$ cat config.mk
export PLATFORM = sky130hd
export DESIGN_NAME = k3m_ram
export DESIGN_NICKNAME = d
export VERILOG_FILES = /design/src/hdl/k3m_ram.sv
export SDC_FILE = /design/constraint.sdc
export NUM_CORES = 1
export LEC_CHECK = 0
export BUFFER_PORTS_ARGS = -buffer_cell sky130_fd_sc_hd__buf_2
export CELL_PAD_IN_SITES_DETAIL_PLACEMENT = 1
export CELL_PAD_IN_SITES_GLOBAL_PLACEMENT = 2
export CORE_ASPECT_RATIO = 1.5
export CORE_MARGIN = 1.5
export CORE_UTILIZATION = 45
export CTS_CLUSTER_SIZE = 12
export DETAILED_ROUTE_END_ITERATION = 6
export PLACE_DENSITY_LB_ADDON = 0.1
export SYNTH_ARGS = -nofsm -noshare
export SYNTH_HDL_FRONTEND = slang
export SYNTH_SLANG_ARGS = --single-unit
$ cat constraint.sdc
create_clock -name clock -period 3.2 [get_ports clock]
set_clock_uncertainty 0.05 [all_clocks]
set_input_delay 0.64 -clock clock [delete_from_list [all_inputs] [get_ports clock]]
set_output_delay 0.64 -clock clock [all_outputs]
set_load 0.005 [all_outputs]
$ cat src/hdl/k3m_ram.sv
module k3m_ram #(
   parameter int WIDTH = 1,
   parameter int DEPTH = 256
) (
   input  logic                     clock,
   input  logic                     wr_en,
   input  logic [$clog2(DEPTH)-1:0] wr_addr,
   input  logic [WIDTH-1:0]         wr_data,
   input  logic                     rd_en,
   input  logic [$clog2(DEPTH)-1:0] rd_addr,
   output logic [WIDTH-1:0]         rd_data
);

   logic [WIDTH-1:0] mem [DEPTH];
   logic [WIDTH-1:0] rd_data_ff;

   // Write port
   always_ff @(posedge clock) begin
      if (wr_en) begin
         mem[wr_addr] <= wr_data;
      end
   end

   // Registered read port
   always_ff @(posedge clock) begin
      if (rd_en) begin
         rd_data_ff <= mem[rd_addr];
      end
   end

   assign rd_data = rd_data_ff;

endmodule

==> flow_summary.json, run 1 <==
{
  "final_common_cell": "nor2_1",
  "finalCritPeriodShare_pct": 75.4,
  "place_congestion": 0.777,
  "required_ns": 3.52,
  "cp-start-kind": "primary input",
  "cts_inserted_buffers": 26,
  "ctsHoldBuffers": 0,
  "path_buf_inv": 4,
  "cp_common_cell": "buf_4",
  "fin_crit_ns": 2.41,
  "power.density_nw_per_um2": 547,
  "die_width_um": 131,
  "postRouteAntennaNets": 0,
  "ys.flop_type": "edfxtp_1",
  "nNetsFinal": 841,
  "grt_max_degree": 106,
  "drc_errors": 0,
  "cts_tree": "done",
  "synth-async-reset-ratio_pct": 0,
  "gr-total-overflow": 0,
  "max_stage_delay_ns": 0.48,
  "dp_cells": 1117,
  "synth_area_um2": 11100,
  "ys_ff_latch": 257,
  "grt_pass1_vias": 7291,
  "clock.fmax_ghz": 0.414,
  "slowest_stage": "or3b_1",
  "dieArea_um2": 25700,
  "p_leak_nw": 3.86,
  "synth_edf_count": 257,
  "drt_first_pass_iters": 5,
  "cp_top_family": "buffers and inverters",
  "post-place-ws_ns": 0.218,
  "endpoint_kind": "flop",
  "drv_cap": 0,
  "grt_setup_unrepaired": "false",
  "maxSlewHeadroom_pct": 21.6,
  "drt_iter0_drc": 627,
  "ir_worst_vdd_v": 0.000502,
  "hold_violations": 0,
  "final_cells": 1157,
  "hpwl_mm": 19.0,
  "drive_above_1_share_pct": 15.8,
  "antenna_found_initial": 0,
  "wl_mm": 30.1,
  "vias": 6694,
  "port_buffers": 20,
  "yosys.area.top_type": "edfxtp_1",
  "io_pins": 21,
  "arrival_ns": 2.73,
  "track_usage_pct": 24.2,
  "r2r-start": "mem[199]",
  "hold_class": "in2reg",
  "synthCells": 788,
  "core_um2": 24300,
  "reg2reg_slack_ns": 0.97,
  "power_mw": 6.82,
  "r2r_end": "rd_data",
  "num_rows": 70,
  "drt-vias-per-instance": 5.79,
  "clk_latency_ns": 0.53,
  "wire_per_inst_um": 26.0,
  "rr_worst_depth": 6,
  "worstSetupPathType": "in2reg",
  "tns_ns": 0,
  "min_from": "rd_en",
  "synth_cell_type_count": 34,
  "syn2layout_area_growth_pct": 11.9,
  "layout_setup_ws_ns": 0.787,
  "mostFrequentLayoutCells": "268 x nor2_1, 257 x edfxtp_1, 51 x mux2i_1",
  "grt_pass1_wl_mm": 45.8,
  "max-clock-path-buffers": 3,
  "avgSynthCellArea_um2": 14.1,
  "fin_util_pct": 51.2,
  "yosys-top-cells-area": "edfxtp_1 69%, nor2_1 9.0%, mux4_2 8.5%",
  "initial_core_util_pct": 45.7,
  "crit_path_cell_trace": "buf_4, buf_12, or3b_1, buf_4, o22ai_1, nor4_1, buf_4, a311oi_1, a31oi_1, a22oi_1",
  "synth_fp_nets": 808,
  "cts_resized": 0,
  "holdPathStages": 1,
  "final_max_slew_viol_count": 0,
  "fillers": 2453,
  "setup-violations-final": 0,
  "worst-slew-pin-transition_ns": 1.17,
  "clock-sinks": 257,
  "hold_end": "rd_data",
  "ys_seq_area_share_pct": 69.3,
  "dieHeight_um": 196,
  "cts_setup_buffers": 0,
  "yosysWarnings": 0,
  "n_antenna_cell": 0,
  "status": "finished clean",
  "synth_top_cell_area_share_pct": 69.3,
  "cts_root_buf": "clkbuf_16",
  "cp_max_fo": 22,
  "htree_levels": 1,
  "path_clk_slew_ns": 0.06
}
-- report_power, final --
| part | leakage, nW | internal, mW | switching, mW |
|---|---|---|---|
| Clock | 0.352 | 1.52 | 1.18 |
| Combinational | 1.20 | 0.142 | 0.260 |
| Sequential | 2.31 | 3.71 | 0.00255 |
-- kinds of logic (layout without fill, tap and decap cells) --
group,after synthesis,in the layout,share of synthesized area [%]
flip-flops,257,257,69.3
multiplexers,94,94,13.2
buffers and inverters,57,102,2.49
AND/OR/NAND/NOR,330,330,11.9
AO/OA/AOI/OAI,50,50,3.11
-- metal layers --
layer	vias up	GRT usage (%)	part of all wire, %
li1	2977	-	-
met1	3495	30.5	39
met2	174	43.2	53
met3	48	3.62	4.9
met4	0	7.57	2.3
met5	-	0	0
-- sequential cells by signal (all words and copies together), names as in the netlist --
signal and flops:
mem 256, rd_data 1
-- cell usage after synthesis (all sizes together), types with 2 or more instances --
master   number
mux4         42
a22o          6
nand2        23
a31oi         3
o22ai        23
buf          17
nand3b        3
nor2        268
clkbuf       39
nor2b         9
edfxtp      257
o21ai         2
a311oi        2
nor4          5
a2111oi       2
nand3        12
a21oi         2
nor3          3
mux2i        51
a22oi         8
-- stage by stage --
| step | hold WS (ns) | instance area (µm²) |
|---|---|---|
| 2_1_floorplan | 0.689 | 11100 |
| 3_3_place_gp | 0.843 | 11700 |
| 3_5_place_dp | 0.844 | 11700 |
| 4_1_cts | 0.299 | 12500 |
| 5_1_grt | 0.294 | 12500 |
| 6_report | 0.310 | 12500 |
-- worst register-to-register path: cells and delay by family (launching register included) --
family         cells  cell delay [ns]
AO/OA/AOI/OAI      3             0.42
multiplexers       3             1.11
flip-flops         1             0.38
-- cell type report --
type                       count  area [µm²]  area share [%]
sequential                   257        7720            61.9
multi-input combinational    474        3140            25.2
clock buffer                  35         706            5.66
timing repair buffer          61         469            3.76
tap                          324         405            3.25
clock inverter                 5        20.0           0.161
inverter                       1        3.75          0.0301
-- how the worst max path moves through the flow --
stage                          to  startpoint  slack (ns)  depth (start not counted)
after global routing      rd_data  rd_addr[0]        0.59                         10
final                     rd_data  rd_addr[0]        0.79                         10
after detailed placement  rd_data  rd_addr[0]        0.22                         10
after global placement    rd_data  rd_addr[0]        0.23                         10
after floorplan           rd_data  rd_addr[0]        0.60                          8
after CTS                 rd_data  rd_addr[0]        0.76                         10
No activity file was read; power rests on OpenSTA's default activity.
==> run 2, diff against run 1 <==
CORE_UTILIZATION = 41   (was 45)
clock period = 2.2 ns   (was 3.2 ns; I/O delays follow)
==> run 2 against run 1 <==
  * Critical path type is now reg2reg
  * Via count is 0.24% lower
  * Cell area is 3.4% higher
  * First-iteration DRC count is 32% lower
  * The run now ends with negative setup slack left
  * Clock power is 48% higher
  * Largest power group unchanged
  * Highest routed layer is now met5
==> flow_summary.json, run 2 (synthesized netlist as in run 1, its figures left out) <==
{
  "ctsHoldBuffers": 0,
  "clk_latency_ns": 0.53,
  "swShare_pct": 21.7,
  "switching_power_mw": 2.18,
  "final_cells": 1207,
  "drive_above_1_share_pct": 20.6,
  "dp_cells": 1167,
  "cp_max_fo": 1,
  "reg2reg_slack_ns": -0.02,
  "setup-violations-final": 1,
  "fin_crit_ns": 2.22,
  "tns_ns": -0.0179,
  "p_leak_nw": 4.08,
  "clkPwrFrac_pct": 39.7,
  "maxSlewHeadroom_pct": 64.5,
  "gr-total-overflow": 0,
  "layout_setup_ws_ns": -0.0179,
  "holdPathStages": 1,
  "drv_cap": 0,
  "violations": "negative setup slack",
  "track_usage_pct": 22.3,
  "clock.fmax_ghz": 0.451,
  "drt_first_pass_iters": 4,
  "io_pins": 21,
  "whs_ns": 0.0960,
  "largest_reg_flops": 256,
  "cts_setup_buffers": 0,
  "power.density_nw_per_um2": 779,
  "num_rows": 73,
  "clock-sinks": 257,
  "grt_pass1_vias": 7385,
  "endpoint_kind": "flop",
  "grt_pass1_wl_mm": 45.0,
  "core_um2": 26600,
  "ir_worst_vdd_v": 0.000609,
  "wire_per_inst_um": 24.7,
  "final_max_slew_viol_count": 0,
  "max-clock-path-buffers": 3,
  "final_common_cell": "nor2_1",
  "cts_tree": "done",
  "cts_inserted_buffers": 27,
  "place_congestion": 0.790,
  "nNetsFinal": 879,
  "cp-start-kind": "flop",
  "syn2layout_area_growth_pct": 15.7,
  "finalCritPeriodShare_pct": 101,
  "wl_mm": 29.8,
  "cts_root_buf": "clkbuf_16",
  "drc_errors": 0,
  "rr_worst_depth": 6,
  "dieArea_um2": 28200,
  "worstSetupPathType": "reg2reg",
  "postRouteAntennaNets": 0,
  "seqPwrFrac_pct": 53.8,
  "hold_violations": 0,
  "port_buffers": 20,
  "n_antenna_cell": 0,
  "grt_setup_unrepaired": "true",
  "mostFrequentLayoutCells": "268 x nor2_1, 257 x edfxtp_1, 69 x buf_4",
  "regMostFlops": "mem",
  "p_int_mw": 7.86,
  "die_width_um": 138,
  "hold_class": "in2reg",
  "combPwrFrac_pct": 6.4,
  "dieHeight_um": 205,
  "grt_max_degree": 85,
  "path_clk_slew_ns": 0.06,
  "arrival_ns": 2.44,
  "required_ns": 2.42,
  "status": "finished, violations left",
  "drt-vias-per-instance": 5.53,
  "htree_levels": 1,
  "initial_core_util_pct": 41.9,
  "hpwl_mm": 19.2,
  "drt_iter0_drc": 426,
  "vias": 6678,
  "antenna_found_initial": 3,
  "worst-slew-pin-transition_ns": 0.533
}
## run 2: cell types whose count changed in the layout (fill, tap and decap cells not counted), moves of 2 or more
cell / delta
buf_12: +7
buf_4: +30
clkbuf_1: -4
clkinv_2: +3
nor4_1: -2
nor4_2: +2
## run 2: worst max-delay path: stages (launching register included)
cell and delay (ns):
edfxtp_1 0.39, mux4_2 0.46, mux4_2 0.52, mux2i_2 0.20, o22ai_2 0.12, a21oi_2 0.15, a22oi_1 0.08
## run 2: worst paths after layout
| kind | startpoint | end |
|---|---|---|
| setup reg to reg | mem[220] | rd_data |
| setup / recovery | mem[220] | rd_data |
| hold reg to reg | mem[181] | rd_data |
| hold / removal | rd_en | rd_data |
## run 2: timing repair
| item | in CTS | in global routing |
|---|---|---|
| pin swaps | 2 | 2 |
| gates resized for setup | 6 | 1 |
| setup endpoints to repair | 1 | 1 |
| endpoints found under the hold margin | 0 | 0 |
## run 2: layout make-up
class	instances	area, µm²
fill	2664	13700
tap	337	422
clock buffer	31	691
sequential	257	7720
timing repair buffer	98	835
multi-input combinational	474	3180
inverter	1	3.75
clock inverter	9	43.8
## run 2: layer usage
layer | part of all wire (%) | vias to the layer above | track usage (%)
met3 | 4.4 | 38 | 2.72
met1 | 40 | 3480 | 27.6
li1 | - | 3046 | -
met5 | 0.11 | - | 0
met2 | 54 | 108 | 41.2
met4 | 1.6 | 6 | 4.47
## run 2: metrics by stage
stage / instance area, µm² / power (mW) / worst slack (ns) / utilization (%)
2_1_floorplan: 11200 / 5.83 / -0.144 / -
3_3_place_gp: 12100 / 6.13 / -0.684 / 45.6
3_5_place_dp: 12100 / 6.15 / -0.713 / 45.6
4_1_cts: 12900 / 10.1 / -0.0560 / 48.5
5_1_grt: 12900 / 10.3 / -0.0759 / 48.5
6_report: 12900 / 10.0 / -0.0179 / 48.5
## run 2: power groups by stage
stage          logic [mW]  clock network, mW  registers, mW
5_1_grt             0.694               4.23           5.40
6_report            0.646               3.99           5.40
4_1_cts             0.655               4.08           5.40
3_5_place_dp        0.644                  0           5.51
2_1_floorplan       0.323                  0           5.51
3_3_place_gp        0.626                  0           5.51
